File: src/hdl/lsc_pkg.sv
// ----------------------------------------------------------------------------
// lsc_pkg: shared types and constants of the LOR to sinogram block
// Plane codes, the CORDIC arctangent table, the gain constant and the
// structs that travel down the cell chain.
// ----------------------------------------------------------------------------
`default_nettype none

package lsc_pkg;

  // Plane codes of the plane_select register
  localparam logic [1:0] PLANE_XY   = 2'd0;
  localparam logic [1:0] PLANE_XZ   = 2'd1;
  localparam logic [1:0] PLANE_YZ   = 2'd2;
  localparam logic [1:0] PLANE_NONE = 2'd3;

  // Vector datapath and angle accumulator widths
  localparam int VecWidth = 64;
  localparam int AccWidth = 33;

  // Scale exponent of du and dv is (FixScale - COORD_WIDTH)
  localparam int FixScale = 60;

  // Inverse CORDIC gain in Q28
  localparam int GainWidth = 28;
  localparam logic [GainWidth-1:0] INV_GAIN_Q28 = 28'd163008219;

  // Angle output codes
  localparam logic [16:0] ANGLE_HALF = 17'd32768;
  localparam logic [16:0] ANGLE_FULL = 17'd65536;

  // atan(2^-i), 2^31 units per 180 degrees
  localparam logic [31:0] ATAN_TAB [32] = '{
    32'h20000000, 32'h12E4051E, 32'h09FB385B, 32'h051111D4, 32'h028B0D43,
    32'h0145D7E1, 32'h00A2F61E, 32'h00517C55, 32'h0028BE53, 32'h00145F2F,
    32'h000A2F98, 32'h000517CC, 32'h00028BE6, 32'h000145F3, 32'h0000A2FA,
    32'h0000517D, 32'h000028BE, 32'h0000145F, 32'h00000A30, 32'h00000518,
    32'h0000028C, 32'h00000146, 32'h000000A3, 32'h00000051, 32'h00000029,
    32'h00000014, 32'h0000000A, 32'h00000005, 32'h00000003, 32'h00000001,
    32'h00000001, 32'h00000000
  };

  // Rotating vector and midpoint, plus the angle accumulator
  typedef struct packed {
    logic signed [VecWidth-1:0] x;
    logic signed [VecWidth-1:0] y;
    logic signed [VecWidth-1:0] px;
    logic signed [VecWidth-1:0] py;
    logic signed [AccWidth-1:0] acc;
  } lsc_vec_t;

  // Per-request case flags
  typedef struct packed {
    logic ok;    // result_valid of the request
    logic vert;  // du is zero: bypass the CORDIC result
    logic vpos;  // dv positive on a vertical line
  } lsc_flags_t;

endpackage

`default_nettype wire

File: src/hdl/lsc_post.sv
// ----------------------------------------------------------------------------
// lsc_post: rounding, clamping and saturation of the result
// Rounds the accumulated angle and the rotated midpoint, selects the
// vertical-line bypass and registers the result ports.
// ----------------------------------------------------------------------------
`default_nettype none

module lsc_post
  import lsc_pkg::*;
#(
  parameter int COORD_WIDTH = 16
) (
  input  wire logic                          clk_i,
  input  wire logic                          rst_ni,
  input  wire logic                          strobe_i,
  input  wire lsc_vec_t                      vec_i,
  input  wire lsc_flags_t                    flags_i,
  input  wire logic signed [COORD_WIDTH:0]   rv_i,
  output logic                               done_o,
  output logic signed [COORD_WIDTH-1:0]      radial_distance_o,
  output logic [16:0]                        projection_angle_o,
  output logic                               result_valid_o
);

  localparam int AW = 20;
  localparam logic signed [VecWidth-1:0] RHi =
    VecWidth'((64'sd1 <<< (COORD_WIDTH - 1)) - 64'sd1);
  localparam logic signed [VecWidth-1:0] RLo = -RHi - VecWidth'(1);

  logic signed [AccWidth:0]     acc_rnd;
  logic signed [AW-1:0]         ang_full;
  logic signed [VecWidth-1:0]   r_rnd, r_sel;
  logic [16:0]                  ang_d;
  logic signed [COORD_WIDTH-1:0] r_d;

  // Round and clamp the angle, round and saturate the distance
  always_comb begin
    acc_rnd  = (AccWidth+1)'(vec_i.acc) + (AccWidth+1)'(16384);
    ang_full = AW'(ANGLE_HALF) + AW'(acc_rnd >>> 15);
    r_rnd    = (vec_i.py + (VecWidth'(1) <<< 28)) >>> 29;
    ang_d    = '0;
    r_d      = '0;
    if (flags_i.vert) begin
      r_sel = VecWidth'(rv_i);
      ang_d = flags_i.vpos ? ANGLE_FULL : '0;
    end else begin
      r_sel = r_rnd;
      if (ang_full[AW-1]) begin
        ang_d = '0;
      end else if (ang_full > AW'(ANGLE_FULL)) begin
        ang_d = ANGLE_FULL;
      end else begin
        ang_d = ang_full[16:0];
      end
    end
    if (r_sel > RHi) begin
      r_d = RHi[COORD_WIDTH-1:0];
    end else if (r_sel < RLo) begin
      r_d = RLo[COORD_WIDTH-1:0];
    end else begin
      r_d = r_sel[COORD_WIDTH-1:0];
    end
    // Drop the fields of an invalid request
    if (!flags_i.ok) begin
      r_d   = '0;
      ang_d = '0;
    end
  end

  // Strobe the result for one cycle
  always_ff @(posedge clk_i or negedge rst_ni) begin
    if (!rst_ni) begin
      done_o <= 1'b0;
    end else begin
      done_o <= strobe_i;
    end
  end

  always_ff @(posedge clk_i) begin
    radial_distance_o  <= r_d;
    projection_angle_o <= ang_d;
    result_valid_o     <= flags_i.ok;
  end

endmodule

`default_nettype wire

File: config.mk
export PLATFORM = sky130hd
export DESIGN_NAME = lsc_post
export DESIGN_NICKNAME = d
export VERILOG_FILES = /design/src/hdl/lsc_pkg.sv /design/src/hdl/lsc_post.sv
export SDC_FILE = /design/constraint.sdc
export NUM_CORES = 1
export LEC_CHECK = 0
export ABC_AREA = 1
export BUFFER_PORTS_ARGS = -buffer_cell sky130_fd_sc_hd__buf_2
export CELL_PAD_IN_SITES_DETAIL_PLACEMENT = 1
export CELL_PAD_IN_SITES_GLOBAL_PLACEMENT = 1
export CORE_AREA = 5 5 132 134
export CTS_BUF_LIST = sky130_fd_sc_hd__clkbuf_2
export CTS_CLUSTER_DIAMETER = 50
export DETAILED_ROUTE_END_ITERATION = 10
export DIE_AREA = 0 0 137 139
export PLACE_DENSITY = 0.82
export SLEW_MARGIN = 10
export SYNTH_ARGS = -nofsm -noshare
export SYNTH_HDL_FRONTEND = slang
export SYNTH_SLANG_ARGS = --single-unit
File: constraint.sdc
create_clock -name clk_i -period 0.8 [get_ports clk_i]
set_clock_uncertainty 0.1 [all_clocks]
set_input_delay 0.04 -clock clk_i [delete_from_list [all_inputs] [get_ports clk_i]]
set_output_delay 0.04 -clock clk_i [all_outputs]
set_load 0.01 [all_outputs]
# Word-level counts from Yosys, hierarchy flattened

Cells that the tools add are included.

Bits in registers: 35
Bits of input ports: 312
Output and inout bits: 35
Word-level logic and storage cells: 20

Add/sub/neg operators: 3
Order comparisons: 3
Multiplexer cells: 7
Bitwise operators: 1
Reductions and logical operators: 1

Operator list:

| cell                                                            | number |
|---|---|
| two-way mux 17 bit                                              | 4 |
| adder 64 x 30 -> 64 bit, second input constant                  | 1 |
| greater-than comparator 64 x 16 -> 1 bit, second input constant | 1 |
| less-than comparator 64 x 16 -> 1 bit, second input constant    | 1 |
| two-way mux 64 bit                                              | 1 |
| adder 33 x 16 -> 34 bit, second input constant                  | 1 |
| adder 17 x 19 -> 20 bit, first input constant                   | 1 |
| greater-than comparator 20 x 17 -> 1 bit, second input constant | 1 |
| two-way mux 16 bit                                              | 1 |
| two-way mux 15 bit                                              | 1 |
| OR reduction 2 bit                                              | 1 |
| inverter 1 bit                                                  | 1 |

# Longest topological paths before layout

Word-level depth: 6
Depth in mapped cells: 17
Depth with buffers taken out: 16

# Least setup slack after synthesis

No wires, ideal clock.

Path type: in2reg
Start: input port vec_i[14] in the netlist's numbering
End: register projection_angle_o[4]
Data arrival time: 1,856 ps
Required time: 627 ps
Setup slack: -1,229 ps
Cell stages on the path: 12
Buffers on the path: 1
Path through: ha_1 nand2_1 nor3_4 nand3_2 nor3_4 xor2_2 ha_1 nand2_1 a21oi_1 nand3_2 buf_6 nor3_4

Word-level cells in the longest chain between the ends: 6

Ends and longest elaborated chain:

| item                                     | RTL line       | source |
|---|---|---|
| from (decl)                              | lsc_post.sv:16 | `input wire lsc_vec_t vec_i,` |
| adder 33 x 16 -> 34 bit (*)              | lsc_post.sv:38 | `acc_rnd = (AccWidth+1)'(vec_i.acc) + (AccWidth+1)'(16384);` |
| adder 17 x 19 -> 20 bit (*)              | lsc_post.sv:39 | `ang_full = AW'(ANGLE_HALF) + AW'(acc_rnd >>> 15);` |
| greater-than comparator 20 x 17 -> 1 bit | lsc_post.sv:50 | `end else if (ang_full > AW'(ANGLE_FULL)) begin` |
| two-way mux 17 bit                       | lsc_post.sv:50 |  |
| two-way mux 17 bit (*)                   | lsc_post.sv:48 | `if (ang_full[AW-1]) begin` |
| two-way mux 17 bit (*)                   | lsc_post.sv:43 | `if (flags_i.vert) begin` |
| to (signal assigned)                     | lsc_post.sv:81 | `projection_angle_o <= ang_d;` |
| to (decl)                                | lsc_post.sv:21 | `output logic [16:0] projection_angle_o,` |

Every way passes the cells marked *; elsewhere a longest branch is shown, timed or not.
A chain may end at the register's enable or synchronous reset.

# Final worst setup path

Start: input port vec_i[14] in the netlist's numbering
End: register projection_angle_o[7]

The elaborated chain is that of the path after synthesis.

==> results.json <==
{
  "grt_pass1_vias": 5289,
  "rows": 47,
  "port_buffers": 112,
  "fp.dieH_um": 139,
  "ys_warn_count": 0,
  "hp-class": "input pin to flop",
  "dr.pass1.iters": 4,
  "holdBufCountCts": 16,
  "grtUsageMet3": 0.01887,
  "clk_path_buf_depth": 2,
  "holdWs_ns": -0.2756,
  "finalCritPeriodShare": 2.279,
  "finalWorstSetupSlack_ns": -1.023,
  "relSlewSlack": 0.7437,
  "cts_max_level": 2,
  "wirelength_mm": 21.00,
  "cts-root-buf": "clkbuf_2",
  "ys_seq_area_frac": 0.2253,
  "post-place-ws_ns": -1.383,
  "wl_per_cell_um": 20.02,
  "ir_drop_v": 0.0004821,
  "setup-violations-final": 68,
  "vias": 4963,
  "drt_iter0_markers": 180,
  "fill_cells": 1997,
  "power.total_mw": 5.519,
  "die_area_um2": 19040,
  "arrival_ns": 2.02,
  "min_period_ns": 1.823,
  "synth_cells": 536,
  "synth_area_um2": 3132,
  "grt_max_degree": 16,
  "gr-usage-met2": 0.3400,
  "cts.clk_slew.worst_paths_ns": 0.22,
  "gp_congestion": 0.9050,
  "violations": "negative hold slack, negative setup slack",
  "grt.busiest_layer": "met2",
  "syn2layout_area_growth_pct": 119.9,
  "cts_tree": "yes",
  "viasPerCell": 4.731,
  "initial_core_util": 0.1937,
  "finalSetupTns_ns": -38.77,
  "required_ns": 1.00,
  "ys_types": 34,
  "numCtsBuffers": 5,
  "start_kind": "input pin",
  "p_leak_nw": 3.192,
  "postRouteAntennaNets": 0,
  "multi_input_area_um2": 3117,
  "drive_gt1_frac": 0.6119,
  "synth.avg_cell_area_um2": 5.843,
  "io_pins": 347,
  "grt_pass1_wl_mm": 28.46,
  "syn-num-nets": 851,
  "grt_usage": 0.1899,
  "seq_area_um2": 740.7,
  "antenna_found_initial": 2,
  "finalHoldViolCount": 3,
  "die_w_um": 137,
  "maxCapViolCount": 0,
  "post-dp-hpwl_mm": 13.23,
  "fp.coreArea_um2": 16170,
  "drv_slew": 0,
  "crit_fanout": 8,
  "worstSetupEndpointType": "flop",
  "status": "finished with violations",
  "cts_sinks": 35,
  "power.density_nw_per_um2": 801.5,
  "fmaxAchievable_mhz": 548.6,
  "rsz0062_at_grt": "true",
  "gr-total-overflow": 0,
  "nets": 1141,
  "met1_usage": 0.2377,
  "yosys_register_bits": 35,
  "tightest_slew_ns": 0.3804,
  "crit_type": "input pin to flop",
  "drc_errors": 0
}
area by class of cell:
cell class,count,area share
multi-input combinational,433,0.4526
timing repair buffer,293,0.3603
sequential,35,0.1076
tap,220,0.03997
inverter,58,0.03307
clock buffer,5,0.003634
clock inverter,3,0.002180
antenna,2,0.0007267
timing repair:
item | 4_1_cts | 5_1_grt
pin swaps | 65 | 79
buffers inserted | 18 | 16
endpoints found under the hold margin | 25 | 7
cloned | 4 | 0
setup endpoints to repair | 68 | 68
gates resized for setup | 213 | 148
flip-flops by register name (all words and copies together) (netlist names):
name	cells
done_o	1
radial_distance_o	16
result_valid_o	1
projection_angle_o	17
routing by layer:
metal,share of wire,wire length (µm)
met1,0.39,8213
met2,0.51,10780
met3,0.048,998
met4,0.048,1010
met5,0,0
power breakdown:
group | switching (mW) | internal, mW | total (mW)
registers | 0.0380 | 1.84 | 1.88
clock network | 0.645 | 0.196 | 0.840
logic | 1.49 | 1.31 | 2.80
cell usage in the layout, fill, tap and decap left out, types with 3 or more instances in the layout:
cell and instances:
a21oi_1 5, a21oi_2 16, and2_1 3, buf_12 7
buf_16 3, buf_2 57, buf_4 151, buf_6 47
buf_8 8, clkbuf_2 5, clkbuf_4 4, dfxtp_1 6
dfxtp_2 28, dlygate4sd3_1 16, ha_4 3, inv_1 50
inv_2 5, nand2_1 113, nand2_2 31, nand2_4 32
nand2_8 5, nand3_1 39, nand3_2 13, nand3_4 3
nand3b_1 3, nand4_1 8, nor2_1 27, nor2_2 17
nor2_4 31, nor3_1 4, nor3_2 13, nor3_4 10
o21ai_0 13, or2_2 6, xnor2_1 9, xor2_1 15
Yosys cell counts:
cell type  instances  area (µm²)
or2_2              6       37.54
nand3_1           53       265.3
nor3_1            14       70.07
nand2_4            1       11.26
buf_4              2       15.01
o21ai_1            1       5.000
dfxtp_1           34       680.7
clkbuf_1           7       26.28
and2_1             3       18.77
a22o_1             1       8.760
nor2_4             1       11.26
nand3b_1           3       22.52
nand2_2            3       18.77
o21ai_0           16       80.08
xor2_2             1       16.27
a21oi_1           23       115.1
nor3_2             9       90.09
o21bai_1           2       15.01
o21ai_2            1       8.760
nor2_1            70       262.8
xor2_1            15       131.4
ha_1               3       37.54
dfrtp_1            1       25.02
nor4_1             1       6.260
xnor2_1            9       78.83
nand4_1            8       50.05
nand3_2            2       20.02
and3_1             1       6.260
nor2_2             4       25.02
buf_6              2       22.52
a31oi_1            1       6.260
inv_1             58       217.7
nor3_4             4       65.06
nand2_1          176       660.6
cell families (layout without fill, tap and decap cells):
| logic type | count (synthesis) | in the layout | share of synthesized area |
|---|---|---|---|
| xor gates and xnor gates | 25 | 25 | 0.07232 |
| DFF | 35 | 35 | 0.2253 |
| other | 0 | 2 | 0 |
| buffers and inverters | 69 | 359 | 0.08989 |
| AOI/OAI and AO/OA | 45 | 45 | 0.07631 |
| adders and majority gates | 3 | 3 | 0.01199 |
| and+or+nand+nor | 359 | 360 | 0.5242 |
path summary, 6_finish.rpt:
check	cells past startpoint	from	to
min in group asynchronous	3	rst_ni	done_o
hold / removal	1	flags_i[2]	result_valid_o
setup / recovery	14	vec_i[14]	projection_angle_o[7]
max in group asynchronous	3	rst_ni	done_o
critical path: stages:
cell and delay [ns]:
buf_8 0.08, ha_4 0.14, nand2_4 0.05, nor3_4 0.18
nand3_4 0.12, nor3_4 0.21, xor2_2 0.18, buf_4 0.14
ha_4 0.14, nand2_4 0.06, a21oi_4 0.20, nand3_4 0.13
buf_16 0.18, nor3_4 0.16
per-stage QoR:
stage / std cells / util / instance area, µm² / hold slack, ns
final: 1049 / 0.4258 / 6887 / -0.2756
after global routing: 1049 / 0.4258 / 6887 / -0.3262
after CTS: 1033 / 0.3837 / 6205 / -0.2886
after detailed placement: 987 / 0.3108 / 5026 / -0.2846
after global placement: 987 / 0.3108 / 5026 / -0.2851
after floorplan: 536 / - / 3239 / -0.3556
Power figures use the tool's default switching activity.
