===== config.mk =====
export PLATFORM = sky130hd
export DESIGN_NAME = lsc_prep
export DESIGN_NICKNAME = d
export VERILOG_FILES = /design/src/hdl/lsc_pkg.sv /design/src/hdl/lsc_prep.sv
export SDC_FILE = /design/constraint.sdc
export NUM_CORES = 1
export LEC_CHECK = 0
export BUFFER_PORTS_ARGS = -buffer_cell sky130_fd_sc_hd__buf_2
export CORE_MARGIN = 2
export CORE_UTILIZATION = 40
export CTS_BUF_LIST = sky130_fd_sc_hd__clkbuf_4
export DETAILED_ROUTE_END_ITERATION = 10
export HOLD_SLACK_MARGIN = 0.15
export PLACE_DENSITY_LB_ADDON = 0.25
export SETUP_SLACK_MARGIN = 0.4
export SYNTH_ARGS = -nofsm -noshare
export SYNTH_HDL_FRONTEND = slang
export SYNTH_SLANG_ARGS = --single-unit

===== constraint.sdc =====
create_clock -name clk_i -period 7.03 [get_ports clk_i]
set_clock_uncertainty 0.05 [all_clocks]
set_input_delay 1.7575 -clock clk_i [delete_from_list [all_inputs] [get_ports clk_i]]
set_output_delay 1.7575 -clock clk_i [all_outputs]
set_load 0.05 [all_outputs]

===== src/hdl/lsc_pkg.sv =====
// ----------------------------------------------------------------------------
// lsc_pkg: shared types and constants of the LOR to sinogram block
// Plane codes, the CORDIC arctangent table, the gain constant and the
// structs that travel down the cell chain.
// ----------------------------------------------------------------------------
`default_nettype none

package lsc_pkg;

  // Plane codes of the plane_select register
  localparam logic [1:0] PLANE_XY   = 2'd0;
  localparam logic [1:0] PLANE_XZ   = 2'd1;
  localparam logic [1:0] PLANE_YZ   = 2'd2;
  localparam logic [1:0] PLANE_NONE = 2'd3;

  // Vector datapath and angle accumulator widths
  localparam int VecWidth = 64;
  localparam int AccWidth = 33;

  // Scale exponent of du and dv is (FixScale - COORD_WIDTH)
  localparam int FixScale = 60;

  // Inverse CORDIC gain in Q28
  localparam int GainWidth = 28;
  localparam logic [GainWidth-1:0] INV_GAIN_Q28 = 28'd163008219;

  // Angle output codes
  localparam logic [16:0] ANGLE_HALF = 17'd32768;
  localparam logic [16:0] ANGLE_FULL = 17'd65536;

  // atan(2^-i), 2^31 units per 180 degrees
  localparam logic [31:0] ATAN_TAB [32] = '{
    32'h20000000, 32'h12E4051E, 32'h09FB385B, 32'h051111D4, 32'h028B0D43,
    32'h0145D7E1, 32'h00A2F61E, 32'h00517C55, 32'h0028BE53, 32'h00145F2F,
    32'h000A2F98, 32'h000517CC, 32'h00028BE6, 32'h000145F3, 32'h0000A2FA,
    32'h0000517D, 32'h000028BE, 32'h0000145F, 32'h00000A30, 32'h00000518,
    32'h0000028C, 32'h00000146, 32'h000000A3, 32'h00000051, 32'h00000029,
    32'h00000014, 32'h0000000A, 32'h00000005, 32'h00000003, 32'h00000001,
    32'h00000001, 32'h00000000
  };

  // Rotating vector and midpoint, plus the angle accumulator
  typedef struct packed {
    logic signed [VecWidth-1:0] x;
    logic signed [VecWidth-1:0] y;
    logic signed [VecWidth-1:0] px;
    logic signed [VecWidth-1:0] py;
    logic signed [AccWidth-1:0] acc;
  } lsc_vec_t;

  // Per-request case flags
  typedef struct packed {
    logic ok;    // result_valid of the request
    logic vert;  // du is zero: bypass the CORDIC result
    logic vpos;  // dv positive on a vertical line
  } lsc_flags_t;

endpackage

`default_nettype wire


===== src/hdl/lsc_prep.sv =====
// ----------------------------------------------------------------------------
// lsc_prep: plane selection, differences and midpoint scaling
// Two register stages: differences and sums first, then the shift of the
// direction vector and the multiplication of the midpoint by 1/K.
// ----------------------------------------------------------------------------
`default_nettype none

module lsc_prep
  import lsc_pkg::*;
#(
  parameter int COORD_WIDTH = 16
) (
  input  wire logic                          clk_i,
  input  wire logic                          rst_ni,
  input  wire logic                          req_i,
  input  wire logic [1:0]                    plane_i,
  input  wire logic signed [COORD_WIDTH-1:0] first_x_i,
  input  wire logic signed [COORD_WIDTH-1:0] first_y_i,
  input  wire logic signed [COORD_WIDTH-1:0] first_z_i,
  input  wire logic signed [COORD_WIDTH-1:0] second_x_i,
  input  wire logic signed [COORD_WIDTH-1:0] second_y_i,
  input  wire logic signed [COORD_WIDTH-1:0] second_z_i,
  output logic                               strobe_o,
  output lsc_vec_t                           vec_o,
  output lsc_flags_t                         flags_o,
  output logic signed [COORD_WIDTH:0]        rv_o
);

  localparam int DW    = COORD_WIDTH + 1;
  localparam int Shift = FixScale - COORD_WIDTH;
  localparam int PW    = COORD_WIDTH + GainWidth + 2;

  logic signed [COORD_WIDTH-1:0] a1, b1, a2, b2;
  logic signed [DW-1:0]          du_raw, dv_raw, du_c, dv_c, su_c, sv_c;
  logic signed [DW:0]            rv_wide;
  logic                          ok_c, vert_c, vpos_c;

  logic                          strobe_a_q;
  logic signed [DW-1:0]          du_q, dv_q, su_q, sv_q;
  lsc_flags_t                    flags_a_q;
  logic signed [COORD_WIDTH:0]   rv_a_q;

  logic signed [PW-1:0]          px_prod, py_prod;
  lsc_vec_t                      vec_d;

  // Pick the two axes of the projection plane
  always_comb begin
    case (plane_i)
      PLANE_XY: begin
        a1 = first_x_i;  b1 = first_y_i;  a2 = second_x_i; b2 = second_y_i;
      end
      PLANE_XZ: begin
        a1 = first_x_i;  b1 = first_z_i;  a2 = second_x_i; b2 = second_z_i;
      end
      default: begin
        a1 = first_y_i;  b1 = first_z_i;  a2 = second_y_i; b2 = second_z_i;
      end
    endcase
  end

  // Form differences and sums, fold negative du, classify the request
  always_comb begin
    du_raw = DW'(a2) - DW'(a1);
    dv_raw = DW'(b2) - DW'(b1);
    su_c   = DW'(a1) + DW'(a2);
    sv_c   = DW'(b1) + DW'(b2);
    ok_c   = (plane_i != PLANE_NONE) && !((du_raw == '0) && (dv_raw == '0));
    if (du_raw[DW-1]) begin
      du_c = -du_raw;
      dv_c = -dv_raw;
    end else begin
      du_c = du_raw;
      dv_c = dv_raw;
    end
    vert_c = (du_c == '0);
    vpos_c = !dv_c[DW-1] && (dv_c != '0);
    // Vertical line: r = -um for dv > 0, +um otherwise, rounded half up
    if (vpos_c) begin
      rv_wide = (DW+1)'(1) - (DW+1)'(su_c);
    end else begin
      rv_wide = (DW+1)'(su_c) + (DW+1)'(1);
    end
  end

  // Stage A: hold differences and sums of the accepted request
  always_ff @(posedge clk_i or negedge rst_ni) begin
    if (!rst_ni) begin
      strobe_a_q <= 1'b0;
    end else begin
      strobe_a_q <= req_i;
    end
  end

  always_ff @(posedge clk_i) begin
    du_q           <= du_c;
    dv_q           <= dv_c;
    su_q           <= su_c;
    sv_q           <= sv_c;
    flags_a_q.ok   <= ok_c;
    flags_a_q.vert <= vert_c;
    flags_a_q.vpos <= vpos_c;
    rv_a_q         <= rv_wide[DW:1];
  end

  // Scale the direction vector and weight the midpoint sum by 1/K
  always_comb begin
    px_prod    = PW'(su_q) * $signed({2'b00, INV_GAIN_Q28});
    py_prod    = PW'(sv_q) * $signed({2'b00, INV_GAIN_Q28});
    vec_d.x    = VecWidth'(du_q) <<< Shift;
    vec_d.y    = VecWidth'(dv_q) <<< Shift;
    vec_d.px   = VecWidth'(px_prod);
    vec_d.py   = VecWidth'(py_prod);
    vec_d.acc  = '0;
  end

  // Stage B: hand the scaled vector to the first cell
  always_ff @(posedge clk_i or negedge rst_ni) begin
    if (!rst_ni) begin
      strobe_o <= 1'b0;
    end else begin
      strobe_o <= strobe_a_q;
    end
  end

  always_ff @(posedge clk_i) begin
    vec_o   <= vec_d;
    flags_o <= flags_a_q;
    rv_o    <= rv_a_q;
  end

endmodule

`default_nettype wire


---- Word level (Yosys, flattened, before mapping) ----
Cells that the tools add are included.
storage, ports and cells
  flip-flop bits (word level) ............. 236
  latch bits .............................. 0
  memory bits (writable) .................. 0
  memory bits (read-only) ................. 0
  input port bits ......................... 101
  logic and storage cells ................. 48
  memories kept ........................... 0
operators by class
  $add $sub $neg .......................... 8
  $mul .................................... 2
  div/mod/pow operators ................... 0
  magnitude comparators ................... 0
  equality and inequality tests ........... 2
  shifts and indexed selects .............. 0
  mux-type cells .......................... 7
  bitwise logic cells ..................... 0
  reductions and logical operators ........ 11
operator list
  kind                      number
  $mul A17 B29 Y46 const B  2
  $mux W16                  4
  $logic_not A17 Y1         3
  $add A16 B16 Y17          2
  $mux W17                  2
  $neg A17 Y17              2
  $sub A16 B16 Y17          2
  $add A17 B2 Y18 const B   1
  $mux W18                  1
  $sub A2 B17 Y18 const A   1
  $reduce_bool A17 Y1       1
  $logic_and A1 B1 Y1       3
  $eq A2 B1 Y1 const B      1
  $logic_not A1 Y1          2
  $logic_not A2 Y1          1
  $ne A2 B2 Y1 const B      1
  $reduce_or A2 Y1          1

---- Logic depth before layout (Yosys ltp) ----
Gate-level depths: netlist of run 1.
  word-level depth ........................ 8
  depth in mapped cells ................... 24

---- Worst setup path after synthesis of run 1 ----
No wires, ideal clock.
  path type ............................... input -> register
  start point ............................. in plane_i[1]
  end point ............................... reg rv_a_q[0]
  data arrival time ....................... 6.601 ns
  setup slack ............................. 0.257 ns
  stages .................................. 20
  path buffers ............................ 3
  cells stage by stage .................... clkbuf_1 -> nor2_1 -> clkbuf_1 -> mux2_2 -> ha_1 -> fa_1 -> nand2b_1 -> a211oi_2 -> nand2_1 -> o211a_1 -> nor4b_4 -> and2_2 -> nand4_1 -> nor2_1 -> ha_1 -> nor2_1 -> nor2_1 -> a31oi_4 -> buf_6 -> mux2_4
on the way
  longest elaborated chain between the ends .. 8
ends and longest elaborated chain
  element                                                  line                            text
  start, declared                                          lsc_prep.sv:16                  input wire logic [1:0] plane_i,
  $logic_not A2 Y1 or $eq A2 B1 Y1 (tied branches)         lsc_prep.sv:48                  case (plane_i)
  $mux W16 or $reduce_or A2 Y1 (tied branches)             --
  $sub A16 B16 Y17 or $mux W16 (tied branches)             lsc_prep.sv:64, lsc_prep.sv:48
  $neg A17 Y17 or $sub A16 B16 Y17 (tied branches)         lsc_prep.sv:70, lsc_prep.sv:63
  $mux W17 (*)                                             lsc_prep.sv:68                  if (du_raw[DW-1]) begin
  via dv_c[16]                                             lsc_prep.sv:34                  logic signed [DW-1:0] du_raw, dv_raw, du_c, dv_c, su_c, sv_c;
  $reduce_bool A17 Y1 or $logic_not A1 Y1 (tied branches)  lsc_prep.sv:76                  vpos_c = !dv_c[DW-1] && (dv_c != '0);
  $logic_and A1 B1 Y1 (*)                                  lsc_prep.sv:76
  via vpos_c                                               lsc_prep.sv:36                  logic ok_c, vert_c, vpos_c;
  $mux W18 (*)                                             lsc_prep.sv:78                  if (vpos_c) begin
  via rv_wide[1]                                           lsc_prep.sv:35                  logic signed [DW:0] rv_wide;
  end signal, assigned                                     lsc_prep.sv:102                 rv_a_q <= rv_wide[DW:1];
  end, declared                                            lsc_prep.sv:41                  logic signed [COORD_WIDTH:0] rv_a_q;
The timed path passes the listed nets; every way through them passes the cells marked *.

---- Worst setup path in the final report of run 1 ----
  start point ............................. reg su_q[11]
  end point ............................... reg vec_o[133] in the netlist's numbering
on the way
  longest elaborated chain between the ends .. 1
ends and longest elaborated chain
  element                 line             text
  start, declared         lsc_prep.sv:39   logic signed [DW-1:0] du_q, dv_q, su_q, sv_q;
  start signal, assigned  lsc_prep.sv:97   su_q <= su_c;
  $mul A17 B29 Y46        lsc_prep.sv:107  px_prod = PW'(su_q) * $signed({2'b00, INV_GAIN_Q28});
  via px_prod[36]         lsc_prep.sv:43   logic signed [PW-1:0] px_prod, py_prod;
  end signal, assigned    lsc_prep.sv:126  vec_o <= vec_d;
  end, declared           lsc_prep.sv:24   output lsc_vec_t vec_o,
The timed path passes the listed nets, and every way through them passes these cells.

==> key figures, run 1 <==
Clock tree
  • Clk buf depth: 3
  • CTS Sinks: 232
  • Hold Buf Count CTS: 0
  • CTS Root Cell: clkbuf_4
  • CTS tree: yes
  • CTS HTree Levels: 3
  • Total CTS buffers: 69
  • Reg clk slew, reported paths: 0.06 ns
  • Clock Latency Late Sink: 0.85 ns

Critical path
  • Worst r2r src: su_q[11]
  • Crit end category: flip-flop
  • Critical Path End: vec_o[133]
  • CP peak stage delay: 0.51 ns
  • Crit path max-delay family: adder cells
  • Crit-path slowest cell: fa_1
  • Worst R2R Path Depth: 21
  • Buf+Inv Stages, Crit Path: 4
  • Critical path peak fanout: 5
  • Crit Path Category: reg -> reg
  • R2r endpoint: vec_o[133]
  • CP dominant cell by count: fa_1
  • CP Data Arrival Time: 7.09 ns
  • WP depth: 21
  • Critical path origin: su_q[11]
  • Cell chain of the critical path: buf_4 > ha_1 > fa_1 > buf_4 > fa_1 > inv_1 > fa_1 > inv_1 > fa_1 > fa_1 > ha_1 > a21o_1 > a21o_1 > a21oi_1 > o21ai_0 > o31ai_1 > a21oi_1 > a211o_1 > a21oi_1 > o31ai_1 > xor2_1
  • Worst Path Required: 7.63 ns
  • Startpoint types: flip-flop
  • Slack of the worst reg-to-reg path: 0.54 ns

Routing
  • Met2 WL: 34,770 um
  • Via count: 21,030
  • Drc violations: 0
  • Highest routed layer: met5
  • Wire length on met1: 36,820 um
  • DRT Pass-1 Iters: 5
  • DR iter-0 viols: 1,292
  • Final WL: 78,250 um
  • Detailed route wirelength on metal3: 4829 um
  • WL per Instance: 18.05 um
  • Number of routed nets with antenna violations: 0
  • Vias/cell: 4.851

Cells and area
  • Commonest non-fill, non-tap cell in the layout: inv_1
  • Area grow syn2layout: 11.19%
  • Post-route core utilization: 44.73%
  • Layout cells sized above 1: 18.74%
  • NumNets Final: 4,200
  • Commonest cells after routing, fill and taps aside: 678 x inv_1, 377 x ha_1, 370 x fa_1

Synthesis
  • Sequential element share of the synthesized area: 16.24%
  • Synth Flop Type: dfxtp_1
  • Cells after Synth: 2,999
  • Post-Syn Area: 28,660 um^2
  • Async set-reset flop share out of synthesis: 0.8621%
  • Syn. warnings: 0
  • Syn Area/Cell: 9.557 um^2
  • Yosys cell types: 110
  • Number of synthesized flops with an enable pin: 0
  • FF+latch count, synth: 232

Floorplan
  • Die area: 73,810 um^2
  • Width of the chip: 271.7 um
  • Core area: 71,240 um^2
  • Die Ht: 271.7 um
  • Starting density of the core: 40.23%
  • Rows: 98
  • Top Ports: 411

Placed design
  • Final HPWL DP: 67,920 um
  • Port Buffer Count: 289
  • GPL Wtd Cong: 0.9557

STA
  • Final Hold Fails: 0
  • Fin crit period: 6.486 ns
  • Final Max Tran Viols: 0
  • Final worst-path cycle share: 92.26%
  • Unrepaired setup endpoints after global routing: yes
  • Relative slew slack: 21.43%
  • Finish-stage setup viols: 0
  • Sum of negative setup slack: 0 ns
  • Fmax: 154.2 MHz
  • Actual slew at the worst max-slew pin: 1.170 ns

Global route
  • Total gr overflow: 0
  • Initial antenna violation count: 3
  • GR Util All Layers: 21.10%
  • First-pass GRT wire length: 120,500 um
  • Pin count of the biggest net entering global routing: 34
  • Vias in the first global route: 21,320

Status
  • Status: finished clean

Worst hold path
  • HP Class: reg -> reg

Run
  • Max cap viols: 0
per-layer routing:
metal | GRT usage (%) | vias to the layer above
met5 | 0 | -
li1 | - | 10120
met2 | 32.86 | 601
met4 | 6.131 | 2
met3 | 3.308 | 106
met1 | 30.17 | 10200
what timing repair did:
action	in CTS	in global routing
endpoints found under the setup margin	7	21
resized for setup	12	45
buffers inserted	0	3
pin swaps	0	11
metrics by stage:
step | hold slack (ns) | std cells | setup WS (ns) | area [um^2]
after global placement | 0.2611 | 4213 | 0.1920 | 30760
after global routing | 0.2427 | 4334 | 0.3590 | 31870
after detailed placement | 0.2621 | 4213 | 0.1289 | 30760
after CTS | 0.2050 | 4330 | 0.3967 | 31690
final | 0.2088 | 4335 | 0.5442 | 31870
after floorplan | 0.2596 | 3119 | 0.4376 | 29130
Yosys cell counts (all sizes together) (9+ instances only):
library cell / count / share of area [%]
a211o: 13 / 0.40
a211oi: 16 / 0.45
a21boi: 9 / 0.24
a21o: 56 / 1.5
a21oi: 112 / 2.0
a31oi: 19 / 0.47
and2: 13 / 0.29
and3: 20 / 0.44
buf: 180 / 4.8
clkbuf: 33 / 0.50
dfxtp: 230 / 16
fa: 372 / 26
ha: 390 / 17
inv: 679 / 8.9
mux2: 60 / 2.4
mux2i: 14 / 0.49
nand2: 64 / 0.84
nand2b: 19 / 0.41
nand3: 37 / 0.65
nand4: 18 / 0.41
nor2: 115 / 1.5
nor2b: 28 / 0.62
nor3: 45 / 0.84
nor4: 22 / 0.58
o211ai: 10 / 0.28
o21a: 19 / 0.52
o21ai: 67 / 1.2
o21bai: 22 / 0.58
o31ai: 15 / 0.39
or2: 17 / 0.37
or3: 17 / 0.39
or4: 10 / 0.26
xnor2: 103 / 3.1
xor2: 41 / 1.3
worst min path at each step:
stage / startpoint / end / slack [ns] / cells past startpoint
finish: rv_a_q[5] / rv_o[5] / 0.21 / 0
CTS: rv_a_q[5] / rv_o[5] / 0.20 / 0
floorplan: flags_a_q[0] / flags_o[0] / 0.26 / 0
global route: rv_a_q[5] / rv_o[5] / 0.24 / 0
global placement: du_q[10] / vec_o[279] / 0.26 / 0
detailed placement: du_q[14] / vec_o[283] / 0.26 / 0
logic make-up after synthesis:
group / synth area share [%]
buffers and inverters: 14.21
AO/OA/AOI/OAI: 10.82
multiplexers: 2.859
other: 0.01308
flip-flops: 16.24
XOR/XNOR: 4.427
AND/OR/NAND/NOR: 8.417
adder cells (fa/ha/maj): 43.01
registers in the layout (all words and copies together), names as in the netlist:
name and cells:
vec_o 124, rv_a_q 17, rv_o 17, su_q 17, sv_q 17, du_q 16
dv_q 16, flags_a_q 3, flags_o 3, strobe_a_q 1, strobe_o 1
area by class of cell:
| type | instances | area (um^2) |
|---|---|---|
| Antenna cell | 2 | 5.005 |
| Clock buffer | 96 | 720.7 |
| Clock inverter | 21 | 160.2 |
| Fill cell | 7106 | 39370 |
| Inverter | 680 | 2552 |
| Multi-Input combinational cell | 1994 | 20570 |
| Sequential cell | 232 | 4682 |
| Tap cell | 950 | 1189 |
| Timing Repair Buffer | 360 | 1992 |
worst register-to-register path, cell delays in order, from the launching register on:
cell	delay, ns
dfxtp_1	0.49
buf_4	0.23
ha_1	0.33
fa_1	0.50
buf_4	0.18
fa_1	0.51
inv_1	0.08
fa_1	0.50
inv_1	0.05
fa_1	0.51
fa_1	0.43
ha_1	0.35
a21o_1	0.21
a21o_1	0.18
a21oi_1	0.17
o21ai_0	0.23
o31ai_1	0.31
a21oi_1	0.14
a211o_1	0.28
a21oi_1	0.29
o31ai_1	0.13
xor2_1	0.15
Power of run 1 is not shown: default switching activity piles up to over one toggle a cycle in this logic, so the estimate is an artifact.
==> inputs of run 2 (changes only) <==
ABC_AREA = 1   (was default)
==> run 2 against run 1 <==
- cell count is 13% higher
- die area is 2.9% higher
- sequential share of layout area down 0.17 points
==> key figures, run 2 <==
Synthesis
  • Synth cell count leaders: 892 x inv_1, 570 x nand2_1, 390 x ha_1, 372 x fa_1, 230 x dfxtp_1
  • Cells after Synth: 3,618 (+21%)
  • Post-synth top area share: 25.25% (-0.73 points)
  • Sequential element share of the synthesized area: 15.78% (-0.46 points)
  • Top cells by area, synth: fa_1 25%, ha_1 17%, dfxtp_1 16%
  • Syn Area/Cell: 8.151 um^2 (-15%)
  • Synth Flop Type: dfxtp_1
  • Syn. warnings: 0 (unchanged)
  • FF+latch count, synth: 232 (unchanged)
  • Number of synthesized flops with an enable pin: 0 (unchanged)
  • Post-Syn Area: 29,490 um^2 (+2.9%)
  • Async set-reset flop share out of synthesis: 0.8621% (unchanged)
  • Yosys cell types: 56 (-49%)
  • Cell taking the most area after synthesis: fa_1
  • Top-count cell post-synth: inv_1

STA
  • Final Max Tran Viols: 0 (unchanged)
  • Fin crit period: 6.237 ns (-0.2488 ns)
  • Sum of negative setup slack: 0 ns (unchanged)
  • Actual slew at the worst max-slew pin: 0.9265 ns (-0.2437 ns)
  • Fmax: 160.3 MHz (+4.0%)
  • Final Hold Fails: 0 (unchanged)
  • Relative slew slack: 38.01% (+17 points)
  • Unrepaired setup endpoints after global routing: no
  • Fin Hold WS: 0.2294 ns (+0.02057 ns)
  • Finish-stage setup viols: 0 (unchanged)
  • Final worst-path cycle share: 88.72% (-3.5 points)

Global route
  • Initial antenna violation count: 3 (unchanged)
  • Pin count of the biggest net entering global routing: 52 (+53%)
  • First-pass GRT wire length: 128,100 um (+6.3%)
  • GR Util All Layers: 21.94% (+0.84 points)
  • Vias in the first global route: 23,000 (+7.9%)
  • Total gr overflow: 0 (unchanged)

Placed design
  • Port Buffer Count: 289 (unchanged)
  • Final HPWL DP: 74,120 um (+9.1%)
  • GPL Wtd Cong: 0.9831 (+2.9%)

Floorplan
  • Die area: 75,910 um^2 (+2.9%)
  • Core area: 72,960 um^2 (+2.4%)
  • Rows: 99 (+1.0%)
  • Die Ht: 275.5 um (+1.4%)
  • Width of the chip: 275.5 um (+1.4%)
  • Starting density of the core: 40.42% (+0.19 points)
  • Top Ports: 411 (unchanged)

Critical path
  • Crit-path slowest cell: fa_1
  • Crit Path Category: reg -> reg
  • CP Data Arrival Time: 6.88 ns (-0.21 ns)
  • Startpoint types: flip-flop
  • Worst Path Required: 7.67 ns (+0.04 ns)
  • CP dominant cell by count: inv_1
  • Critical path peak fanout: 6 (+1)
  • Cell chain of the critical path: ha_1 > inv_1 > fa_1 > inv_1 > ha_1 > inv_1 > fa_1 > inv_1 > fa_1 > inv_1 > fa_1 > inv_1 > ha_1 > nand2_1 > o21ai_0 > buf_4 > a21oi_1 > o21ai_0 > a21oi_1 > o21ai_0 > a21oi_1 > nand2_1 > nand2_1
  • Crit end category: flip-flop
  • CP peak stage delay: 0.56 ns (+0.05 ns)

Worst hold path
  • HP Class: reg -> reg

Clock tree
  • Hold Buf Count CTS: 0 (unchanged)
  • Clk buf depth: 3 (unchanged)
  • Clock Latency Late Sink: 0.83 ns (-0.02 ns)
  • Cts repair resizes: 0 (-12)
  • CTS HTree Levels: 2 (-1)
  • Setup bufs post-CTS: 0 (unchanged)
  • CTS Sinks: 232 (unchanged)
  • Reg clk slew, reported paths: 0.07 ns (about the same)
  • Total CTS buffers: 60 (-13%)
  • CTS tree: yes
  • CTS Root Cell: clkbuf_4

Routing
  • WL per Instance: 17.02 um (-5.7%)
  • DR iter-0 viols: 1,481 (+15%)
  • Final WL: 83,330 um (+6.5%)
  • Vias/cell: 4.667 (-3.8%)
  • Via count: 22,850 (+8.7%)
  • DRT Pass-1 Iters: 9 (+4)
  • Number of routed nets with antenna violations: 0 (unchanged)
  • Drc violations: 0 (unchanged)

Cells and area
  • Commonest cells after routing, fill and taps aside: 892 x inv_1, 570 x nand2_1, 390 x ha_1
  • Commonest non-fill, non-tap cell in the layout: inv_1
  • Area grow syn2layout: 8.689%
  • Max reg flops: 124 (unchanged)
  • NumNets Final: 4,758 (+13%)
  • Top reg by flops: vec_o
  • Post-route core utilization: 43.93% (-0.80 points)
  • Layout cells sized above 1: 11.43% (-7.3 points)

Run
  • Max cap viols: 0 (unchanged)

Status
  • Status: finished clean
## run 2: cell count changes in the layout (fill, tap and decap cells not counted), moves of 60 or more
cell     previous run  this run
nand2_1            64       570
inv_1             678       892
nand3_1            37       128
nor2_1            114       192
xor2_1             40       109
xnor2_1           103        40
buf_4              70        10
## run 2: critical path, delay by kind of cell, from the launching register on
family | cells | cell delay [ns]
buffers and inverters | 7 | 0.76
flip-flops | 1 | 0.49
AND/OR/NAND/NOR | 3 | 0.25
adder cells (fa/ha/maj) | 7 | 2.97
AO/OA/AOI/OAI | 6 | 1.59
## run 2: logic make-up after synthesis
family | count (synthesis) | synth area share (%)
buffers and inverters | 1102 | 16.44
AND/OR/NAND/NOR | 978 | 13.73
adder cells (fa/ha/maj) | 762 | 41.80
AO/OA/AOI/OAI | 378 | 7.179
flip-flops | 232 | 15.78
XOR/XNOR | 150 | 4.480
multiplexers | 15 | 0.5728
other | 1 | 0.01272
## run 2: cell type report
cell class	count	area [um^2]
Fill cell	7558	40910
Tap cell	959	1200
Multi-Input combinational cell	2404	20440
Clock inverter	21	245.2
Sequential cell	232	4654
Clock buffer	82	615.6
Inverter	898	3371
Antenna cell	2	5.005
Timing Repair Buffer	299	1521
## run 2: layer usage
metal / vias to the layer above / wire length (um) / track usage (%)
li1: 11320 / - / -
met1: 10710 / 38300 / 30.38
met2: 707 / 37260 / 34.87
met3: 112 / 5454 / 3.715
met4: 0 / 2314 / 6.956
met5: - / 0 / 0
## run 2: worst paths after layout
path                            startpoint          to  slack (ns)  depth (start not counted)
max in group asynchronous           rst_ni  strobe_a_q        6.14                          1
worst max-delay path               sv_q[5]   vec_o[71]        0.79                         23
worst min-delay path             rv_a_q[4]     rv_o[4]        0.23                          0
worst max register to register     sv_q[5]   vec_o[71]        0.79                         23
worst min register to register   rv_a_q[4]     rv_o[4]        0.23                          0
min in group asynchronous           rst_ni    strobe_o        0.70                          1
## run 2: through the flow
stage / instances / cell area, um^2 / setup slack (ns)
after floorplan: 3738 / 29940 / 1.129
after global placement: 4792 / 31190 / 0.7785
after detailed placement: 4792 / 31190 / 0.6939
after CTS: 4895 / 32050 / 0.9088
after global routing: 4897 / 32050 / 0.4956
final: 4897 / 32050 / 0.7929
Power of run 2 is left out for the same reason.
==> inputs of run 3 (changes only) <==
BUFFER_PORTS_ARGS = -buffer_cell sky130_fd_sc_hd__buf_4   (was -buffer_cell sky130_fd_sc_hd__buf_2)
CAP_MARGIN = 5   (was default)
==> run 3 against run 2 <==
- first-iteration DRC count shrank 11%
- non-clock buffer count increased by 3
- largest cell class unchanged
- sequential share of layout area fell by 0.31 points
- critical path depth fell by 2
- fmax rose by 0.38%
- critical endpoint is now vec_o[68]
- critical path type unchanged
- die area unchanged
==> key figures, run 3 (synthesis results as in run 2) <==
Global route
  • Vias in the first global route: 22,870 (-0.57%)
  • GR Util All Layers: 21.78% (-0.16 points)
  • Total gr overflow: 0 (unchanged)
  • Initial antenna violation count: 2 (-1)
  • Pin count of the biggest net entering global routing: 52 (unchanged)
  • First-pass GRT wire length: 127,300 um (-0.58%)

Critical path
  • Startpoint types: flip-flop
  • Slack of the worst reg-to-reg path: 0.82 ns (+0.02 ns)
  • Worst r2r src: sv_q[9]
  • CP Data Arrival Time: 6.92 ns (+0.04 ns)
  • Critical path peak fanout: 6 (unchanged)
  • Crit end category: flip-flop
  • Crit Path Category: reg -> reg
  • R2r endpoint: vec_o[68]
  • Worst R2R Path Depth: 21 (-8.7%)
  • Worst Path Required: 7.73 ns (+0.06 ns)

Worst hold path
  • Worst Hold Depth: 0 (unchanged)
  • Hold endpoint: vec_o[214]
  • HP Start: dv_q[9]
  • HP Class: reg -> reg

Clock tree
  • Setup bufs post-CTS: 0 (unchanged)
  • CTS HTree Levels: 2 (unchanged)
  • Cts repair resizes: 0 (unchanged)
  • Total CTS buffers: 60 (unchanged)
  • Reg clk slew, reported paths: 0.07 ns (about the same)
  • CTS tree: yes
  • Clk buf depth: 3 (unchanged)
  • CTS Root Cell: clkbuf_4
  • CTS Sinks: 232 (unchanged)
  • Clock Latency Late Sink: 0.82 ns (about the same)
  • Hold Buf Count CTS: 0 (unchanged)

Cells and area
  • Max reg flops: 124 (unchanged)
  • FILL cells: 7,424 (-1.8%)
  • Commonest non-fill, non-tap cell in the layout: inv_1
  • Layout cells sized above 1: 11.41% (-0.023 points)
  • NumNets Final: 4,761 (+0.063%)
  • Sequential standard cell area: 4654 um^2 (unchanged)
  • Commonest cells after routing, fill and taps aside: 892 x inv_1, 570 x nand2_1, 390 x ha_1
  • Top reg by flops: vec_o
  • Area of the multi-input gates: 20,440 um^2 (unchanged)
  • Area grow syn2layout: 11.02%

STA
  • Final Max Tran Viols: 0 (unchanged)
  • Actual slew at the worst max-slew pin: 0.8855 ns (-0.04102 ns)
  • Unrepaired setup endpoints after global routing: no
  • Sum of negative setup slack: 0 ns (unchanged)
  • Finish-stage setup viols: 0 (unchanged)
  • Fin crit period: 6.214 ns (-0.02332 ns)
  • Final Hold Fails: 0 (unchanged)
  • Fmax: 160.9 MHz (+0.38%)
  • Relative slew slack: 40.96% (+3.0 points)
  • Final worst-path cycle share: 88.39% (-0.33 points)

Routing
  • DRT Pass-1 Iters: 7 (-2)
  • Vias/cell: 4.668 (about the same)
  • Drc violations: 0 (unchanged)
  • Final WL: 83,120 um (-0.25%)
  • WL per Instance: 16.95 um (-0.41%)
  • Number of routed nets with antenna violations: 0 (unchanged)
  • DR iter-0 viols: 1,315 (-11%)
  • Via count: 22,900 (+0.19%)

Placed design
  • Final HPWL DP: 74,150 um (about the same)
  • Port Buffer Count: 289 (unchanged)
  • GPL Wtd Cong: 0.9687 (-1.5%)

Status
  • Status: finished clean

Floorplan
  • Width of the chip: 275.5 um (unchanged)
  • Die Ht: 275.5 um (unchanged)
  • Starting density of the core: 40.42% (unchanged)
  • Core area: 72,960 um^2 (unchanged)
  • Rows: 99 (unchanged)
  • Die area: 75,910 um^2 (unchanged)
  • Top Ports: 411 (unchanged)

Run
  • Max cap viols: 0 (unchanged)
run 3: changes by cell type in the layout (fill, tap and decap cells not counted), moves of 2 or more:
cell       previous run  this run
inv_6                 0         2
clkinv_2              4         7
clkbuf_4             82        78
clkinv_1              9        17
buf_4                10       302
bufinv_16             6         3
buf_2               289         0
run 3: stage by stage:
stage	worst slack (ns)	utilization, %	std cells	hold slack [ns]	instance area, um^2
after floorplan	1.129	-	3738	0.2596	29940
after global placement	0.4494	43.77	4795	0.2612	31930
after detailed placement	0.3708	43.77	4795	0.2621	31930
after CTS	0.8447	44.87	4903	0.2711	32740
after global routing	0.4204	44.88	4905	0.2813	32740
final	0.8163	44.88	4905	0.2689	32740
run 3: area by class of cell:
type / count / share of cell area (%)
antenna: 2 / 0.01529
clock buffer: 78 / 1.788
clock inverter: 30 / 0.6649
inverter: 898 / 10.30
multi-input combinational: 2404 / 62.43
sequential: 232 / 14.22
tap: 959 / 3.665
timing repair buffer: 302 / 6.924
run 3: metal layers:
layer  vias up  GRT usage [%]  routed length (um)
li1      11330              -                   -
met1     10730          30.31               38020
met2       733          34.74               37640
met3       103          3.793                5409
met4         0          6.074                2055
met5         -              0                   0
run 3: critical path, stage by stage, from the launching register on:
cell	delay (ns)
dfxtp_1	0.56
ha_1	0.46
fa_1	0.73
inv_1	0.10
fa_1	0.55
inv_1	0.06
fa_1	0.45
fa_1	0.52
inv_1	0.06
fa_1	0.47
inv_1	0.05
ha_1	0.33
a21oi_1	0.14
inv_1	0.07
a21oi_1	0.20
inv_1	0.06
a21oi_1	0.32
o21bai_1	0.17
a21boi_0	0.37
inv_1	0.07
a21oi_1	0.19
xnor2_1	0.16
run 3: how the worst max path moves through the flow:
stage | cells past startpoint | slack [ns] | to | startpoint
3_5_place_dp | 22 | 0.37 | rv_a_q[7] | plane_i[1]
4_1_cts | 21 | 0.84 | vec_o[68] | sv_q[9]
5_1_grt | 25 | 0.42 | vec_o[68] | sv_q[6]
6_report | 21 | 0.82 | vec_o[68] | sv_q[9]
3_3_place_gp | 23 | 0.45 | rv_a_q[7] | plane_i[1]
2_1_floorplan | 21 | 1.13 | rv_a_q[14] | plane_i[1]
Power of run 3 is left out for the same reason.
